File: src/hdl/spq_pkg.sv
`timescale 1ns / 1ps
`default_nettype none
// ----------------------------------------------------------------------------
// spq_pkg
// Shared types and defaults for the sorted priority queue.
// ----------------------------------------------------------------------------
package spq_pkg;

  localparam int unsigned DepthDef    = 16;
  localparam int unsigned PrioBitsDef = 16;
  localparam int unsigned TagBitsDef  = 16;
  localparam int unsigned StatusW     = 2;

  typedef enum logic [StatusW-1:0] {
    STAT_INSERTED = 2'd0,
    STAT_DROPPED  = 2'd1,
    STAT_ENTRY    = 2'd2,
    STAT_EMPTY    = 2'd3
  } status_e;

  typedef enum logic [1:0] {
    OP_HOLD   = 2'd0,
    OP_INSERT = 2'd1,
    OP_ROTATE = 2'd2
  } cell_op_e;

  // Link from one cell to the next one down the chain.
  typedef struct packed {
    logic valid;  // cell holds an entry
    logic keep;   // cell holds an entry of equal or higher priority than the insert
  } link_t;

endpackage
`default_nettype wire

File: src/hdl/spq_if.sv
`timescale 1ns / 1ps
`default_nettype none
// ----------------------------------------------------------------------------
// spq_in_if / spq_out_if
// Valid/ready channels carrying queue commands and queue results.
// ----------------------------------------------------------------------------
interface spq_in_if #(
  parameter int unsigned PRIO_BITS = 16,
  parameter int unsigned TAG_BITS  = 16
);
  logic                        valid;
  logic                        ready;
  logic                        mode;
  logic signed [PRIO_BITS-1:0] prio_in;
  logic        [TAG_BITS-1:0]  tag_in;

  modport source (output valid, output mode, output prio_in, output tag_in, input ready);
  modport sink   (input valid, input mode, input prio_in, input tag_in, output ready);
endinterface

interface spq_out_if #(
  parameter int unsigned PRIO_BITS = 16,
  parameter int unsigned TAG_BITS  = 16
);
  logic                        valid;
  logic                        ready;
  logic signed [PRIO_BITS-1:0] prio_out;
  logic        [TAG_BITS-1:0]  tag_out;
  logic        [1:0]           status;
  logic                        last_flag;

  modport source (output valid, output prio_out, output tag_out, output status,
                  output last_flag, input ready);
  modport sink   (input valid, input prio_out, input tag_out, input status,
                  input last_flag, output ready);
endinterface
`default_nettype wire

File: src/hdl/spq_cell.sv
`timescale 1ns / 1ps
`default_nettype none
// ----------------------------------------------------------------------------
// spq_cell
// One slot of the sorted chain: holds an entry, takes part in inserts and
// in the rotation that streams the chain out through slot 0.
// ----------------------------------------------------------------------------
module spq_cell #(
  parameter int unsigned PRIO_BITS = spq_pkg::PrioBitsDef,
  parameter int unsigned TAG_BITS  = spq_pkg::TagBitsDef
) (
  input  wire                         clk_i,
  input  wire                         rst_ni,
  input  spq_pkg::cell_op_e           op_i,
  input  wire  signed [PRIO_BITS-1:0] ins_prio_i,
  input  wire         [TAG_BITS-1:0]  ins_tag_i,
  input  spq_pkg::link_t              prev_link_i,
  input  wire  signed [PRIO_BITS-1:0] prev_prio_i,
  input  wire         [TAG_BITS-1:0]  prev_tag_i,
  input  wire                         next_valid_i,
  input  wire  signed [PRIO_BITS-1:0] next_prio_i,
  input  wire         [TAG_BITS-1:0]  next_tag_i,
  input  wire  signed [PRIO_BITS-1:0] head_prio_i,
  input  wire         [TAG_BITS-1:0]  head_tag_i,
  output spq_pkg::link_t              link_o,
  output logic signed [PRIO_BITS-1:0] prio_o,
  output logic        [TAG_BITS-1:0]  tag_o
);
  import spq_pkg::*;

  logic                        valid_q, valid_d;
  logic signed [PRIO_BITS-1:0] prio_q, prio_d;
  logic        [TAG_BITS-1:0]  tag_q, tag_d;
  logic                        keep;

  assign keep = valid_q && (prio_q >= ins_prio_i);

  always_comb begin
    valid_d = valid_q;
    prio_d  = prio_q;
    tag_d   = tag_q;
    case (op_i)
      OP_INSERT: begin
        if (!keep) begin
          if (prev_link_i.keep) begin
            // new entry lands here
            valid_d = 1'b1;
            prio_d  = ins_prio_i;
            tag_d   = ins_tag_i;
          end else begin
            // shift down from the neighbor above
            valid_d = prev_link_i.valid;
            prio_d  = prev_prio_i;
            tag_d   = prev_tag_i;
          end
        end
      end
      OP_ROTATE: begin
        // last valid slot wraps the head around
        if (valid_q) begin
          prio_d = next_valid_i ? next_prio_i : head_prio_i;
          tag_d  = next_valid_i ? next_tag_i : head_tag_i;
        end
      end
      default: ;
    endcase
  end

  always_ff @(posedge clk_i or negedge rst_ni) begin
    if (!rst_ni) begin
      valid_q <= 1'b0;
    end else begin
      valid_q <= valid_d;
    end
  end

  always_ff @(posedge clk_i) begin
    prio_q <= prio_d;
    tag_q  <= tag_d;
  end

  assign link_o.valid = valid_q;
  assign link_o.keep  = keep;
  assign prio_o       = prio_q;
  assign tag_o        = tag_q;

endmodule
`default_nettype wire

File: src/hdl/sorted_priority_queue_top.sv
`timescale 1ns / 1ps
`default_nettype none
// ----------------------------------------------------------------------------
// sorted_priority_queue_top
// Bounded priority store kept in descending order in a chain of slots.
// ----------------------------------------------------------------------------
// Usage:
//   in_i carries commands: mode 0 inserts (prio_in, tag_in), mode 1 dumps.
//   out_o carries results with status, last_flag and, on dump beats, the
//   entry's priority and tag. Entries of equal priority keep arrival order.
//   An insert answers with one beat (inserted, or dropped when all DEPTH
//   slots are full); the result is registered and shows on out_o the cycle
//   after the command beat. A dump of n entries produces n beats, one per
//   cycle while out_o is not stalled, by rotating the chain through slot 0;
//   after the last beat the chain is back in its original order. An empty
//   dump gives one beat with status empty. A new command is taken once the
//   previous one has produced all its beats and the output register is free
//   or being emptied, so inserts run at one per cycle while out_o accepts.
//   A stall on out_o holds the output register and freezes the rotation.
//   Reset empties the store; no clearing pass is needed.
// ----------------------------------------------------------------------------
module sorted_priority_queue_top #(
  parameter int unsigned DEPTH     = spq_pkg::DepthDef,
  parameter int unsigned PRIO_BITS = spq_pkg::PrioBitsDef,
  parameter int unsigned TAG_BITS  = spq_pkg::TagBitsDef
) (
  input  wire        clk_i,
  input  wire        rst_ni,
  spq_in_if.sink     in_i,
  spq_out_if.source  out_o
);
  import spq_pkg::*;

  localparam int unsigned CntW = $clog2(DEPTH + 1);

  typedef enum logic [1:0] {
    ST_IDLE = 2'b01,
    ST_DUMP = 2'b10
  } state_e;

  state_e                      state_q, state_d;
  logic   [CntW-1:0]           fill_q, fill_d;
  logic   [CntW-1:0]           remain_q, remain_d;
  logic                        out_valid_q, out_valid_d;
  logic signed [PRIO_BITS-1:0] out_prio_q, out_prio_d;
  logic        [TAG_BITS-1:0]  out_tag_q, out_tag_d;
  status_e                     out_status_q, out_status_d;
  logic                        out_last_q, out_last_d;

  logic     out_free, in_fire, dump_step, full, empty;
  cell_op_e op;

  link_t                       link   [DEPTH];
  logic signed [PRIO_BITS-1:0] c_prio [DEPTH];
  logic        [TAG_BITS-1:0]  c_tag  [DEPTH];

  assign out_free  = !out_valid_q || out_o.ready;
  assign in_i.ready = (state_q == ST_IDLE) && out_free;
  assign in_fire   = in_i.valid && in_i.ready;
  assign dump_step = (state_q == ST_DUMP) && out_free;
  assign full      = (fill_q == CntW'(DEPTH));
  assign empty     = (fill_q == '0);

  always_comb begin
    op = OP_HOLD;
    if (in_fire && !in_i.mode && !full) begin
      op = OP_INSERT;
    end else if ((in_fire && in_i.mode && !empty) || dump_step) begin
      op = OP_ROTATE;
    end
  end

  for (genvar g = 0; g < DEPTH; g++) begin : g_cell
    link_t                       prev_link;
    logic signed [PRIO_BITS-1:0] prev_prio;
    logic        [TAG_BITS-1:0]  prev_tag;
    logic                        next_valid;
    logic signed [PRIO_BITS-1:0] next_prio;
    logic        [TAG_BITS-1:0]  next_tag;

    if (g == 0) begin : g_first
      assign prev_link.valid = 1'b0;
      assign prev_link.keep  = 1'b1;
      assign prev_prio       = '0;
      assign prev_tag        = '0;
    end else begin : g_mid
      assign prev_link = link[g-1];
      assign prev_prio = c_prio[g-1];
      assign prev_tag  = c_tag[g-1];
    end

    if (g == DEPTH - 1) begin : g_last
      assign next_valid = 1'b0;
      assign next_prio  = '0;
      assign next_tag   = '0;
    end else begin : g_inner
      assign next_valid = link[g+1].valid;
      assign next_prio  = c_prio[g+1];
      assign next_tag   = c_tag[g+1];
    end

    spq_cell #(
      .PRIO_BITS (PRIO_BITS),
      .TAG_BITS  (TAG_BITS)
    ) u_cell (
      .clk_i        (clk_i),
      .rst_ni       (rst_ni),
      .op_i         (op),
      .ins_prio_i   (in_i.prio_in),
      .ins_tag_i    (in_i.tag_in),
      .prev_link_i  (prev_link),
      .prev_prio_i  (prev_prio),
      .prev_tag_i   (prev_tag),
      .next_valid_i (next_valid),
      .next_prio_i  (next_prio),
      .next_tag_i   (next_tag),
      .head_prio_i  (c_prio[0]),
      .head_tag_i   (c_tag[0]),
      .link_o       (link[g]),
      .prio_o       (c_prio[g]),
      .tag_o        (c_tag[g])
    );
  end

  always_comb begin
    state_d      = state_q;
    fill_d       = fill_q;
    remain_d     = remain_q;
    out_valid_d  = out_valid_q;
    out_prio_d   = out_prio_q;
    out_tag_d    = out_tag_q;
    out_status_d = out_status_q;
    out_last_d   = out_last_q;

    if (out_valid_q && out_o.ready) begin
      out_valid_d = 1'b0;
    end

    if (in_fire) begin
      out_valid_d = 1'b1;
      out_prio_d  = '0;
      out_tag_d   = '0;
      out_last_d  = 1'b1;
      if (!in_i.mode) begin
        out_status_d = full ? STAT_DROPPED : STAT_INSERTED;
        if (!full) begin
          fill_d = fill_q + CntW'(1);
        end
      end else if (empty) begin
        out_status_d = STAT_EMPTY;
      end else begin
        // emit the head now, rotate the rest out over the next cycles
        out_status_d = STAT_ENTRY;
        out_prio_d   = c_prio[0];
        out_tag_d    = c_tag[0];
        out_last_d   = (fill_q == CntW'(1));
        remain_d     = fill_q - CntW'(1);
        if (fill_q != CntW'(1)) begin
          state_d = ST_DUMP;
        end
      end
    end else if (dump_step) begin
      out_valid_d  = 1'b1;
      out_status_d = STAT_ENTRY;
      out_prio_d   = c_prio[0];
      out_tag_d    = c_tag[0];
      out_last_d   = (remain_q == CntW'(1));
      remain_d     = remain_q - CntW'(1);
      if (remain_q == CntW'(1)) begin
        state_d = ST_IDLE;
      end
    end
  end

  always_ff @(posedge clk_i or negedge rst_ni) begin
    if (!rst_ni) begin
      state_q     <= ST_IDLE;
      fill_q      <= '0;
      remain_q    <= '0;
      out_valid_q <= 1'b0;
    end else begin
      state_q     <= state_d;
      fill_q      <= fill_d;
      remain_q    <= remain_d;
      out_valid_q <= out_valid_d;
    end
  end

  always_ff @(posedge clk_i) begin
    out_prio_q   <= out_prio_d;
    out_tag_q    <= out_tag_d;
    out_status_q <= out_status_d;
    out_last_q   <= out_last_d;
  end

  assign out_o.valid     = out_valid_q;
  assign out_o.prio_out  = out_prio_q;
  assign out_o.tag_out   = out_tag_q;
  assign out_o.status    = out_status_q;
  assign out_o.last_flag = out_last_q;

endmodule
`default_nettype wire

File: src/flat_wrapper.sv
// flat-port wrapper written by rule: the top's interface ports become plain ports
module sorted_priority_queue_top_flat import spq_pkg::*;
#(
  parameter int unsigned DEPTH     = spq_pkg::DepthDef,
  parameter int unsigned PRIO_BITS = spq_pkg::PrioBitsDef,
  parameter int unsigned TAG_BITS  = spq_pkg::TagBitsDef
)
  (clk_i, rst_ni, in_i_valid, in_i_mode, in_i_prio_in, in_i_tag_in, in_i_ready, out_o_valid, out_o_prio_out, out_o_tag_out, out_o_status, out_o_last_flag, out_o_ready);
  spq_in_if #(.PRIO_BITS(PRIO_BITS), .TAG_BITS(TAG_BITS)) in_i_i ();
  spq_out_if #(.PRIO_BITS(PRIO_BITS), .TAG_BITS(TAG_BITS)) out_o_i ();
  input  wire clk_i;
  input  wire rst_ni;
  input wire logic [$bits(in_i_i.valid)-1:0] in_i_valid;
  input wire logic [$bits(in_i_i.mode)-1:0] in_i_mode;
  input wire logic [$bits(in_i_i.prio_in)-1:0] in_i_prio_in;
  input wire logic [$bits(in_i_i.tag_in)-1:0] in_i_tag_in;
  output wire logic [$bits(in_i_i.ready)-1:0] in_i_ready;
  output wire logic [$bits(out_o_i.valid)-1:0] out_o_valid;
  output wire logic [$bits(out_o_i.prio_out)-1:0] out_o_prio_out;
  output wire logic [$bits(out_o_i.tag_out)-1:0] out_o_tag_out;
  output wire logic [$bits(out_o_i.status)-1:0] out_o_status;
  output wire logic [$bits(out_o_i.last_flag)-1:0] out_o_last_flag;
  input wire logic [$bits(out_o_i.ready)-1:0] out_o_ready;
  assign in_i_i.valid = in_i_valid;
  assign in_i_i.mode = in_i_mode;
  assign in_i_i.prio_in = in_i_prio_in;
  assign in_i_i.tag_in = in_i_tag_in;
  assign in_i_ready = in_i_i.ready;
  assign out_o_valid = out_o_i.valid;
  assign out_o_prio_out = out_o_i.prio_out;
  assign out_o_tag_out = out_o_i.tag_out;
  assign out_o_status = out_o_i.status;
  assign out_o_last_flag = out_o_i.last_flag;
  assign out_o_i.ready = out_o_ready;
  sorted_priority_queue_top #(.DEPTH(DEPTH), .PRIO_BITS(PRIO_BITS), .TAG_BITS(TAG_BITS)) u_core (.clk_i(clk_i), .rst_ni(rst_ni), .in_i(in_i_i), .out_o(out_o_i));
endmodule
File: config.mk
export PLATFORM = sky130hd
export DESIGN_NAME = sorted_priority_queue_top_flat
export DESIGN_NICKNAME = d
export VERILOG_FILES = /design/src/hdl/spq_pkg.sv /design/src/hdl/spq_if.sv /design/src/hdl/spq_cell.sv /design/src/hdl/sorted_priority_queue_top.sv /design/src/flat_wrapper.sv
export SDC_FILE = /design/constraint.sdc
export NUM_CORES = 2
export LEC_CHECK = 0
export BUFFER_PORTS_ARGS = -buffer_cell sky130_fd_sc_hd__buf_2
export CAP_MARGIN = 20
export CORE_MARGIN = 2
export CORE_UTILIZATION = 60
export DETAILED_ROUTE_END_ITERATION = 10
export GPL_TIMING_DRIVEN = 0
export MAX_ROUTING_LAYER = met4
export PLACE_DENSITY = 0.79
export SETUP_SLACK_MARGIN = 0.3
export SYNTH_ARGS = -nofsm -noshare
export SYNTH_HDL_FRONTEND = slang
export SYNTH_SLANG_ARGS = --single-unit
File: constraint.sdc
create_clock -name clk_i -period 7.21 [get_ports clk_i]
set_clock_uncertainty 0.1 [all_clocks]
set_input_delay 0.721 -clock clk_i [delete_from_list [all_inputs] [get_ports clk_i]]
set_output_delay 0.721 -clock clk_i [all_outputs]
set_load 0.1 [all_outputs]
==> results.yml <==
run_status:
  status: "finished clean"
route:
  viasPerCell: 7.26
  wl_per_cell_um: 31.0
  m1WireLength_um: 54100
  first_pass_iters: 6
  top_layer: "met4"
  first_iter_violations: 5415
  met3_wirelength_um: 22400
  routed_wl_um: 145000
  num_vias: 34000
  route.detailed.drc: 0
  wl_met2_um: 61500
  ant_nets: 0
floorplan:
  die_area_sq_um: 66300
  die_y_um: 257
  rows: 92
  start_util_pct: 60.9
  io_pins: 74
  die_w_um: 257
  coreArea_sq_um: 63300
global_routing:
  groute.usage.overall_pct: 44.1
  grt_pass1_vias: 32200
  grt_max_degree: 33
  antenna_found_initial: 4
  grt_pass1_wl_um: 210000
  grt-ovfl-total: 0
timing:
  hold_violations: 0
  fmax_mhz: 190
  final_max_slew_viol_count: 0
  slew_headroom_pct: 24.1
  fin_crit_sh_pct: 73.0
  setup_viol: 0
  rsz0062_at_grt: "no"
  layout_min_cycle_time_ns: 5.26
  tightest_slew_ns: 1.14
cts:
  cts_buffers: 67
  root_buffer: "clkbuf_16"
  postCtsHoldBufs: 0
  tritoncts: "built"
  post_cts_buffers: 0
  clk_pin_slew_ns: 0.06
  clock-sinks: 576
  h-tree-depth: 3
  ctsResizeCount: 0
  clk_path_buf_depth: 3
  clock_latency_ns: 0.64
cells_and_area:
  post-route-cell-area_sq_um: 42400
  area_growth_pct: 10.1
  layout.nets: 4075
  final_layout_size_suffix_gt1_share_pct: 14.8
  stdcell_count: 4678
synthesis:
  synth_edf_count: 547
  synthFlopType: "edfxtp_1"
  synth_seq_cells: 576
  yosysMostFrequentCell: "edfxtp_1"
  synth_area_sq_um: 38500
  postSynthAreaPerCell_sq_um: 10.6
  syn_inst: 3620
  seq_area_frac_synth_pct: 44.5
  synthesis.nets: 3918
  synth_common_cells: "547 x edfxtp_1, 322 x nand3_1, 299 x mux2i_1"
  async_flop_share_pct: 5.03
  yosysWarningCount: 0
  yosysUniqueCellTypes: 73
  synthTopCellsByArea: "edfxtp_1 43%, ha_1 8.5%, mux2i_1 7.8%, o221ai_1 5.7%, nand3_1 4.2%"
  yosysTopAreaCell: "edfxtp_1"
  synth_top_area_share_pct: 42.6
setup_path:
  end_kind: "flop"
  critical_path.startpoint_type: "input pin"
  cp_max_fo: 32
  worstSetupPathType: "in -> reg"
  crit_arrival_ns: 5.41
  required_ns: 7.36
placed_design:
  portBuffers: 73
  hpwlAfterDp_um: 114000
  gp_congestion: 1.05
  dp_cells: 4553
  place_area_sq_um: 40300
flow_run:
  max_cap_violations: 0
min_path:
  hp-class: "in -> async"
cells by family (layout without fill, tap and decap cells):
logic type                 Yosys count  after routing  synth area share, %
and+or+nand+nor                   1182           1182                 15.0
AOI/OAI and AO/OA                  783            783                 15.9
DFF                                576            576                 44.5
muxes                              426            426                 11.5
buffers and inverters              384            594                 4.47
adders and majority gates          261            261                 8.47
xor gates and xnor gates             8              8                0.182
other                                0              2                    0
layout make-up:
class	instances	area [sq um]
fill	5031	20900
multi-input combinational	2660	19800
sequential	576	17200
clock buffer	80	1790
buffer	332	1530
tap	846	1060
timing repair buffer	88	647
clock inverter	42	295
inverter	52	195
antenna	2	5.00
metal layers:
layer | GRT usage, % | vias to the layer above
met4 | 20.4 | 0
met5 | - | -
met2 | 62.8 | 2745
met1 | 59.1 | 16200
met3 | 11.2 | 399
li1 | - | 14600
layout by cell type, fill, tap and decap left out, types with 46 or more instances in the layout:
cell type and n:
nor3_1 168, a21oi_1 166, inv_1 52, nor2b_1 75, clkbuf_1 193, buf_2 189, nor2_1 171, a221o_1 96
mux2_2 127, nand3_1 322, ha_1 261, edfxtp_1 547, nand2_1 264, mux2i_1 299, clkbuf_16 70, o211ai_1 46
o221ai_1 249, nand4_1 50
worst paths after layout:
check	endpoint	startpoint	depth (start not counted)	slack [ns]
max	u_core.g_cell[14].u_cell.tag_o[13]	in_i_prio_in[11]	11	1.95
min	u_core.g_cell[9].u_cell.valid_q	rst_ni	1	0.13
max reg2reg	u_core.g_cell[15].u_cell.tag_o[15]	u_core.fill_q[0]	12	2.52
min reg2reg	u_core.state_q[0]	u_core.state_q[0]	2	0.42
max in group asynchronous	u_core.g_cell[13].u_cell.valid_q	rst_ni	1	6.28
min in group clk_i	u_core.out_o.status[1]	in_i_mode	3	0.38
worst max-delay path: stages:
cell and delay (ns):
buf_2 0.21, inv_1 0.79, ha_1 0.40, a21oi_1 0.16, o21ai_0 0.22, a211oi_1 0.30
nand3_1 0.12, nand3_1 0.25, clkbuf_1 0.56, clkbuf_1 0.70, a22o_2 0.92
per-stage QoR:
stage | TNS [ns] | hold WS [ns] | utilization [%] | setup WS, ns
after floorplan | 0 | 0.325 | - | 1.66
after global placement | -62.42 | 0.407 | 63.1 | -0.938
after CTS | 0 | 0.144 | 67.0 | 2.15
after detailed placement | 0 | 0.409 | 63.7 | 1.47
after global routing | 0 | 0.185 | 67.0 | 1.96
final | 0 | 0.134 | 67.0 | 1.95
flip-flops by register name, summed over array words and instances (netlist names):
name,flops
u_core.g_cell.u_cell.prio_o,256
u_core.state_q,2
u_core.out_o.status,2
u_core.out_o.prio_out,16
u_core.out_o.last_flag,1
u_core.out_o.valid,1
u_core.out_o.tag_out,16
u_core.remain_q,5
u_core.g_cell.u_cell.valid_q,16
u_core.fill_q,5
u_core.g_cell.u_cell.tag_o,256
Power is not shown: default switching activity piles up to over one toggle a cycle in this logic, so the estimate is an artifact.
